<file path="src/rtl/gbba_pkg.sv">
package gbba_pkg;

	// Default geometry of the bitmap store.
	localparam int DEF_MAX_GROUPS     = 8;
	localparam int DEF_BITS_PER_GROUP = 8192;

	// Field widths of the beats and of the configuration port.
	localparam int HINT_W    = 16;
	localparam int BLK_W     = 17;
	localparam int GUSED_W   = 14;
	localparam int BPG_W     = 14;
	localparam int IPG_W     = 16;
	localparam int GCNT_W    = 4;
	localparam int CFG_W     = 16;
	localparam int CFG_IDX_W = 2;
	localparam int DIV_W     = 17;

	// Register values after reset.
	localparam logic [BPG_W-1:0]  RST_BPG = 14'd8192;
	localparam logic [IPG_W-1:0]  RST_IPG = 16'd2048;
	localparam logic              RST_FDB = 1'b1;
	localparam logic [GCNT_W-1:0] RST_GC  = 4'd8;

	typedef enum logic [1:0] {
		STAT_OK    = 2'd0,
		STAT_FULL  = 2'd1,
		STAT_RANGE = 2'd2,
		STAT_FREE  = 2'd3
	} status_t;

	typedef enum logic {
		FUNC_ALLOC = 1'b0,
		FUNC_FREE  = 1'b1
	} func_t;

	typedef enum logic [CFG_IDX_W-1:0] {
		CFG_BPG = 2'd0,
		CFG_IPG = 2'd1,
		CFG_FDB = 2'd2,
		CFG_GC  = 2'd3
	} cfg_idx_t;

	typedef enum logic [2:0] {
		S_CLEAR,
		S_IDLE,
		S_DIV,
		S_SCAN,
		S_ALLOC_WR,
		S_FREE_RD,
		S_FREE_CHK,
		S_RESP
	} state_t;

	// Quotient and remainder handed back by the divider.
	typedef struct packed {
		logic [DIV_W-1:0] quot;
		logic [DIV_W-1:0] rem;
	} div_res_t;

endpackage

</file>
<file path="src/rtl/gbba_div.sv">
module gbba_div import gbba_pkg::*; #(
	parameter int MAX_GROUPS = DEF_MAX_GROUPS
) (
	input  logic                                     clk,
	input  logic                                     arst_n,
	input  logic                                     start,
	input  logic [DIV_W-1:0]                         dividend,
	input  logic [DIV_W-1:0]                         divisor,
	input  logic [$clog2(MAX_GROUPS+1)-1:0]          modulus,
	output logic                                     done,
	output div_res_t                                 res,
	output logic [(MAX_GROUPS > 1 ? $clog2(MAX_GROUPS) : 1)-1:0] qmod
);

	localparam int GC_W   = $clog2(MAX_GROUPS + 1);
	localparam int G_W    = MAX_GROUPS > 1 ? $clog2(MAX_GROUPS) : 1;
	localparam int STEP_W = $clog2(DIV_W + 1);

	logic              run_q;
	logic              done_q;
	logic [STEP_W-1:0] step_q;
	logic [DIV_W-1:0]  rem_q;
	logic [DIV_W-1:0]  quo_q;
	logic [DIV_W-1:0]  dvs_q;
	logic [GC_W-1:0]   mod_q;
	logic [GC_W-1:0]   qmod_q;

	logic [DIV_W:0]    trial;
	logic              ge;
	logic [DIV_W-1:0]  rem_n;
	logic [GC_W:0]     mtrial;
	logic              mge;
	logic [GC_W-1:0]   qmod_n;

	// One restoring step: shift in the next dividend bit and try the subtract.
	always_comb begin
		trial = {rem_q, quo_q[DIV_W-1]};
		ge    = trial >= {1'b0, dvs_q};
		rem_n = ge ? DIV_W'(trial - {1'b0, dvs_q}) : DIV_W'(trial);
	end

	// The quotient bits arrive most significant first, so its residue modulo
	// the group count is built with one shift and conditional subtract.
	always_comb begin
		mtrial = {qmod_q, ge};
		mge    = mtrial >= {1'b0, mod_q};
		qmod_n = mge ? GC_W'(mtrial - {1'b0, mod_q}) : GC_W'(mtrial);
	end

	// Sequencer of the divide.
	always_ff @(posedge clk or negedge arst_n) begin
		if (!arst_n) begin
			run_q  <= 1'b0;
			done_q <= 1'b0;
			step_q <= '0;
		end else begin
			done_q <= run_q && (step_q == STEP_W'(1));
			if (start) begin
				run_q  <= 1'b1;
				step_q <= STEP_W'(DIV_W);
			end else if (run_q) begin
				step_q <= step_q - STEP_W'(1);
				if (step_q == STEP_W'(1)) begin
					run_q <= 1'b0;
				end
			end
		end
	end

	// Operand and partial result registers.
	always_ff @(posedge clk) begin
		if (start) begin
			rem_q  <= '0;
			quo_q  <= dividend;
			dvs_q  <= divisor;
			mod_q  <= modulus;
			qmod_q <= '0;
		end else if (run_q) begin
			rem_q  <= rem_n;
			quo_q  <= {quo_q[DIV_W-2:0], ge};
			qmod_q <= qmod_n;
		end
	end

	assign done     = done_q;
	assign res.quot = quo_q;
	assign res.rem  = rem_q;
	assign qmod     = G_W'(qmod_q);

endmodule

</file>
<file path="config.mk">
export PLATFORM = sky130hd
export DESIGN_NAME = gbba_div
export DESIGN_NICKNAME = d
export VERILOG_FILES = /design/src/rtl/gbba_pkg.sv /design/src/rtl/gbba_div.sv
export SDC_FILE = /design/constraint.sdc
export NUM_CORES = 1
export LEC_CHECK = 0
export ABC_AREA = 1
export BUFFER_PORTS_ARGS = -buffer_cell sky130_fd_sc_hd__buf_2
export CORE_UTILIZATION = 30
export CTS_CLUSTER_DIAMETER = 30
export DETAILED_ROUTE_END_ITERATION = 8
export PLACE_DENSITY_LB_ADDON = 0.2
export REMOVE_ABC_BUFFERS = 1
export SLEW_MARGIN = 20
export SYNTH_ARGS = -nofsm -noshare
export SYNTH_HDL_FRONTEND = slang
export SYNTH_SLANG_ARGS = --single-unit
</file>
<file path="constraint.sdc">
create_clock -name clk -period 2.8 [get_ports clk]
set_input_delay 0.28 -clock clk [delete_from_list [all_inputs] [get_ports clk]]
set_output_delay 0.28 -clock clk [all_outputs]
set_load 0.1 [all_outputs]
</file>
==> results.json <==
{
  "worstSetupStartpointType": "register",
  "synth_top_area_cell": "edfxtp_1",
  "timing.fmax_mhz": 385,
  "die_h_um": 119,
  "yosysWarningCount": 0,
  "grt_pass1_vias": 3497,
  "start_util_pct": 30.8,
  "reg2reg_to": "qmod_q[2]$_SDFFE_PP0P_",
  "grt_pass1_wl_um": 17000,
  "dp_hpwl_um": 7560,
  "power_density_mw_per_mm2": 1060,
  "synthTopCellsByCount": "nand2_1 (183), inv_1 (94), nand3_1 (44)",
  "irDropWorstVdd_uv": 538,
  "cts_inserted_buffers": 9,
  "total_power_mw": 5.31,
  "postRouteAntennaNets": 0,
  "grtUsageTotal_pct": 15.4,
  "fin_nets": 686,
  "syn_inst": 535,
  "cp_num_buf_inv": 5,
  "clockBufferDepth": 2,
  "rsz0062_at_grt": "yes",
  "setup_viol": 0,
  "n_fill_cell": 1428,
  "critPathMaxFanout": 5,
  "synth-async-reset-ratio_pct": 10.6,
  "status": "finished, final reports clean",
  "cts_setup_buffers": 0,
  "cts_tree": "yes",
  "worst_path_most_repeated_cell": "inv_1",
  "fin_skew_ns": 0.00752,
  "antenna_found_initial": 0,
  "die_area_sq_mm": 0.0141,
  "critPathRequiredTime_ns": 3.01,
  "fp.dieW_um": 119,
  "min_from": "modulus[3]",
  "crit_chain": "inv_1 > ha_2 > nand2_2 > inv_1 > nand2_1 > nand2_1 > inv_1 > nand3_2 > nand2_4 > nand2_8 > inv_1 > ha_1 > inv_1 > fa_1 > xor2_1 > o21ai_0 > o22ai_1",
  "crit_path_max_incr_delay_ns": 0.37,
  "final_layout_size_suffix_gt1_share_pct": 21.3,
  "htree_levels": 3,
  "io_pins": 79,
  "core_sq_mm": 0.0132,
  "drv_cap": 0,
  "synth_top_area_share_pct": 28.0,
  "rrSetupSlack_ns": 0.20,
  "insertion_delay_ns": 0.34,
  "yosys_most_used_dff": "edfxtp_1",
  "synth_cell_type_count": 36,
  "num_rows": 42,
  "slew_viol_final": 0,
  "diodes": 0,
  "syn_area_sq_mm": 0.00408,
  "drtIter0Drc": 113,
  "fin_crit_ns": 2.60,
  "worstHoldEndpoint": "mod_q[3]$_DFFE_PP_",
  "totalWireLength_um": 10100,
  "yosys-top-cells-area": "edfxtp_1 (28%), nand2_1 (17%), dfxtp_1 (10%), inv_1 (8.6%), ha_1 (7.1%)",
  "min_path_cells": 1,
  "leakagePower_nw": 2.67,
  "ys_ff_latch": 66,
  "vias_per_cell": 4.41,
  "area_growth_pct": 22.5,
  "finalCritPeriodShare_pct": 92.7,
  "worst_r2r_path_depth": 17,
  "grt_max_degree": 37,
  "tns_ns": 0,
  "synth_seq_area_share_pct": 42.6,
  "vias": 3529,
  "min_path_type": "in -> reg",
  "end_kind": "register",
  "cp.arrival_ns": 2.81,
  "clk_pin_slew_ns": 0.06,
  "rr_startpoint": "dvs_q[9]$_DFFE_PP_",
  "finalHoldViolCount": 0,
  "path_class": "reg -> reg",
  "slowest_stage": "fa_1",
  "grt-ovfl-total": 0,
  "relSlewSlack_pct": 47.9,
  "root_buffer": "clkbuf_16",
  "crit_family": "adder cells",
  "clock_sinks": 66,
  "port_buffers": 78,
  "avgSynthCellArea_sq_um": 7.63,
  "synth-edff-count": 38,
  "firstDrtPassIters": 4,
  "wl_per_cell_um": 12.7,
  "dp_cells": 784,
  "stdcell_count": 801,
  "crit_cells": 17,
  "synth_most_common_cell": "nand2_1",
  "worstMarginPinSlew_ns": 0.778,
  "gp_congestion": 0.818,
  "drc": 0
}
[worst register-to-register path, cell delays in order, from the launching register on]
cell and delay [ns]:
edfxtp_1 0.36, inv_1 0.06, ha_2 0.30, nand2_2 0.13
inv_1 0.05, nand2_1 0.06, nand2_1 0.08, inv_1 0.11
nand3_2 0.11, nand2_4 0.10, nand2_8 0.05, inv_1 0.07
ha_1 0.17, inv_1 0.06, fa_1 0.37, xor2_1 0.16
o21ai_0 0.16, o22ai_1 0.08
[timing repair]
| action | in CTS | in global routing |
|---|---|---|
| gates resized for setup | 0 | 8 |
| endpoints found under the hold margin | 7 | 0 |
| hold buffers | 1 | 0 |
| endpoints found under the setup margin | 0 | 4 |
[metal layers]
metal	global-route usage (%)	vias up	part of all wire (%)	wire length (um)
li1	-	1850	-	-
met1	20.0	1585	48	4820
met2	24.3	83	45	4580
met3	3.81	11	5.6	565
met4	6.17	0	1.7	170
met5	0	-	0	0
[cells in the final DEF, fill, tap and decap left out, drive strengths merged]
| cell | n |
|---|---|
| fa | 2 |
| a21oi | 13 |
| and2 | 1 |
| o21ai | 15 |
| nand2 | 188 |
| buf | 89 |
| and3 | 1 |
| inv | 98 |
| xnor2 | 6 |
| nor3 | 5 |
| nand4 | 4 |
| o22ai | 3 |
| nor2 | 29 |
| bufinv | 1 |
| clkinvlp | 2 |
| o211ai | 1 |
| or2 | 1 |
| nand3b | 8 |
| nand3 | 52 |
| xor2 | 2 |
| dlygate4sd3 | 1 |
| dfrtp | 7 |
| dfxtp | 21 |
| clkinv | 4 |
| clkbuf | 10 |
| ha | 23 |
| edfxtp | 38 |
[cell families after synthesis]
logic type	Yosys count	share of synthesized area (%)
XOR/XNOR	8	1.72
buffers and inverters	115	11.5
flip-flops	66	42.6
AND/OR/NAND/NOR	289	32.0
adder cells (fa/ha/maj)	25	8.03
AO/OA/AOI/OAI	32	4.23
[power by group]
part / switching, mW / internal, mW / total, mW
sequential: 0.133 / 1.23 / 1.36
clock: 0.430 / 0.683 / 1.11
combinational: 2.10 / 0.733 / 2.83
total: 2.66 / 2.65 / 5.31
[area by class of cell]
| type | instances | area (sq um) | area share [%] |
|---|---|---|---|
| clock inverters | 6 | 58.8 | 1.18 |
| flip-flops and latches | 66 | 1740 | 34.7 |
| multi-input cells | 354 | 1900 | 38.0 |
| well taps | 176 | 220 | 4.40 |
| inverters | 99 | 372 | 7.43 |
| repair buffers | 90 | 483 | 9.66 |
| clock buffers | 10 | 229 | 4.58 |
[metrics by stage]
step,hold slack (ns),cell area (sq um),utilization (%),worst slack [ns]
4_1_cts,0.102,4980,37.6,0.0197
3_5_place_dp,0.125,4680,35.3,0.0434
3_3_place_gp,0.125,4680,35.3,0.134
6_report,0.114,5000,37.8,0.203
2_1_floorplan,-0.0156,3990,-,-0.659
5_1_grt,0.107,5000,37.8,-0.0194
[registers in the layout, summed over array words and instances, names as in the netlist]
signal and cells:
mod_q 4, rem_q 17, quo_q 17, qmod_q 4, done 1, step_q 5
dvs_q 17, run_q 1
[worst max path at each step]
| stage | end | slack [ns] | start |
|---|---|---|---|
| after floorplan | qmod_q[2]$_SDFFE_PP0P_ | -0.66 | quo_q[16]$_DFFE_PP_ |
| after global placement | qmod_q[0]$_SDFFE_PP0P_ | 0.13 | quo_q[16]$_DFFE_PP_ |
| after detailed placement | qmod_q[0]$_SDFFE_PP0P_ | 0.04 | quo_q[16]$_DFFE_PP_ |
| after CTS | qmod_q[2]$_SDFFE_PP0P_ | 0.02 | quo_q[16]$_DFFE_PP_ |
| after global routing | qmod_q[2]$_SDFFE_PP0P_ | -0.02 | dvs_q[15]$_DFFE_PP_ |
| final | qmod_q[2]$_SDFFE_PP0P_ | 0.20 | dvs_q[9]$_DFFE_PP_ |
Power figures use the tool's default switching activity.
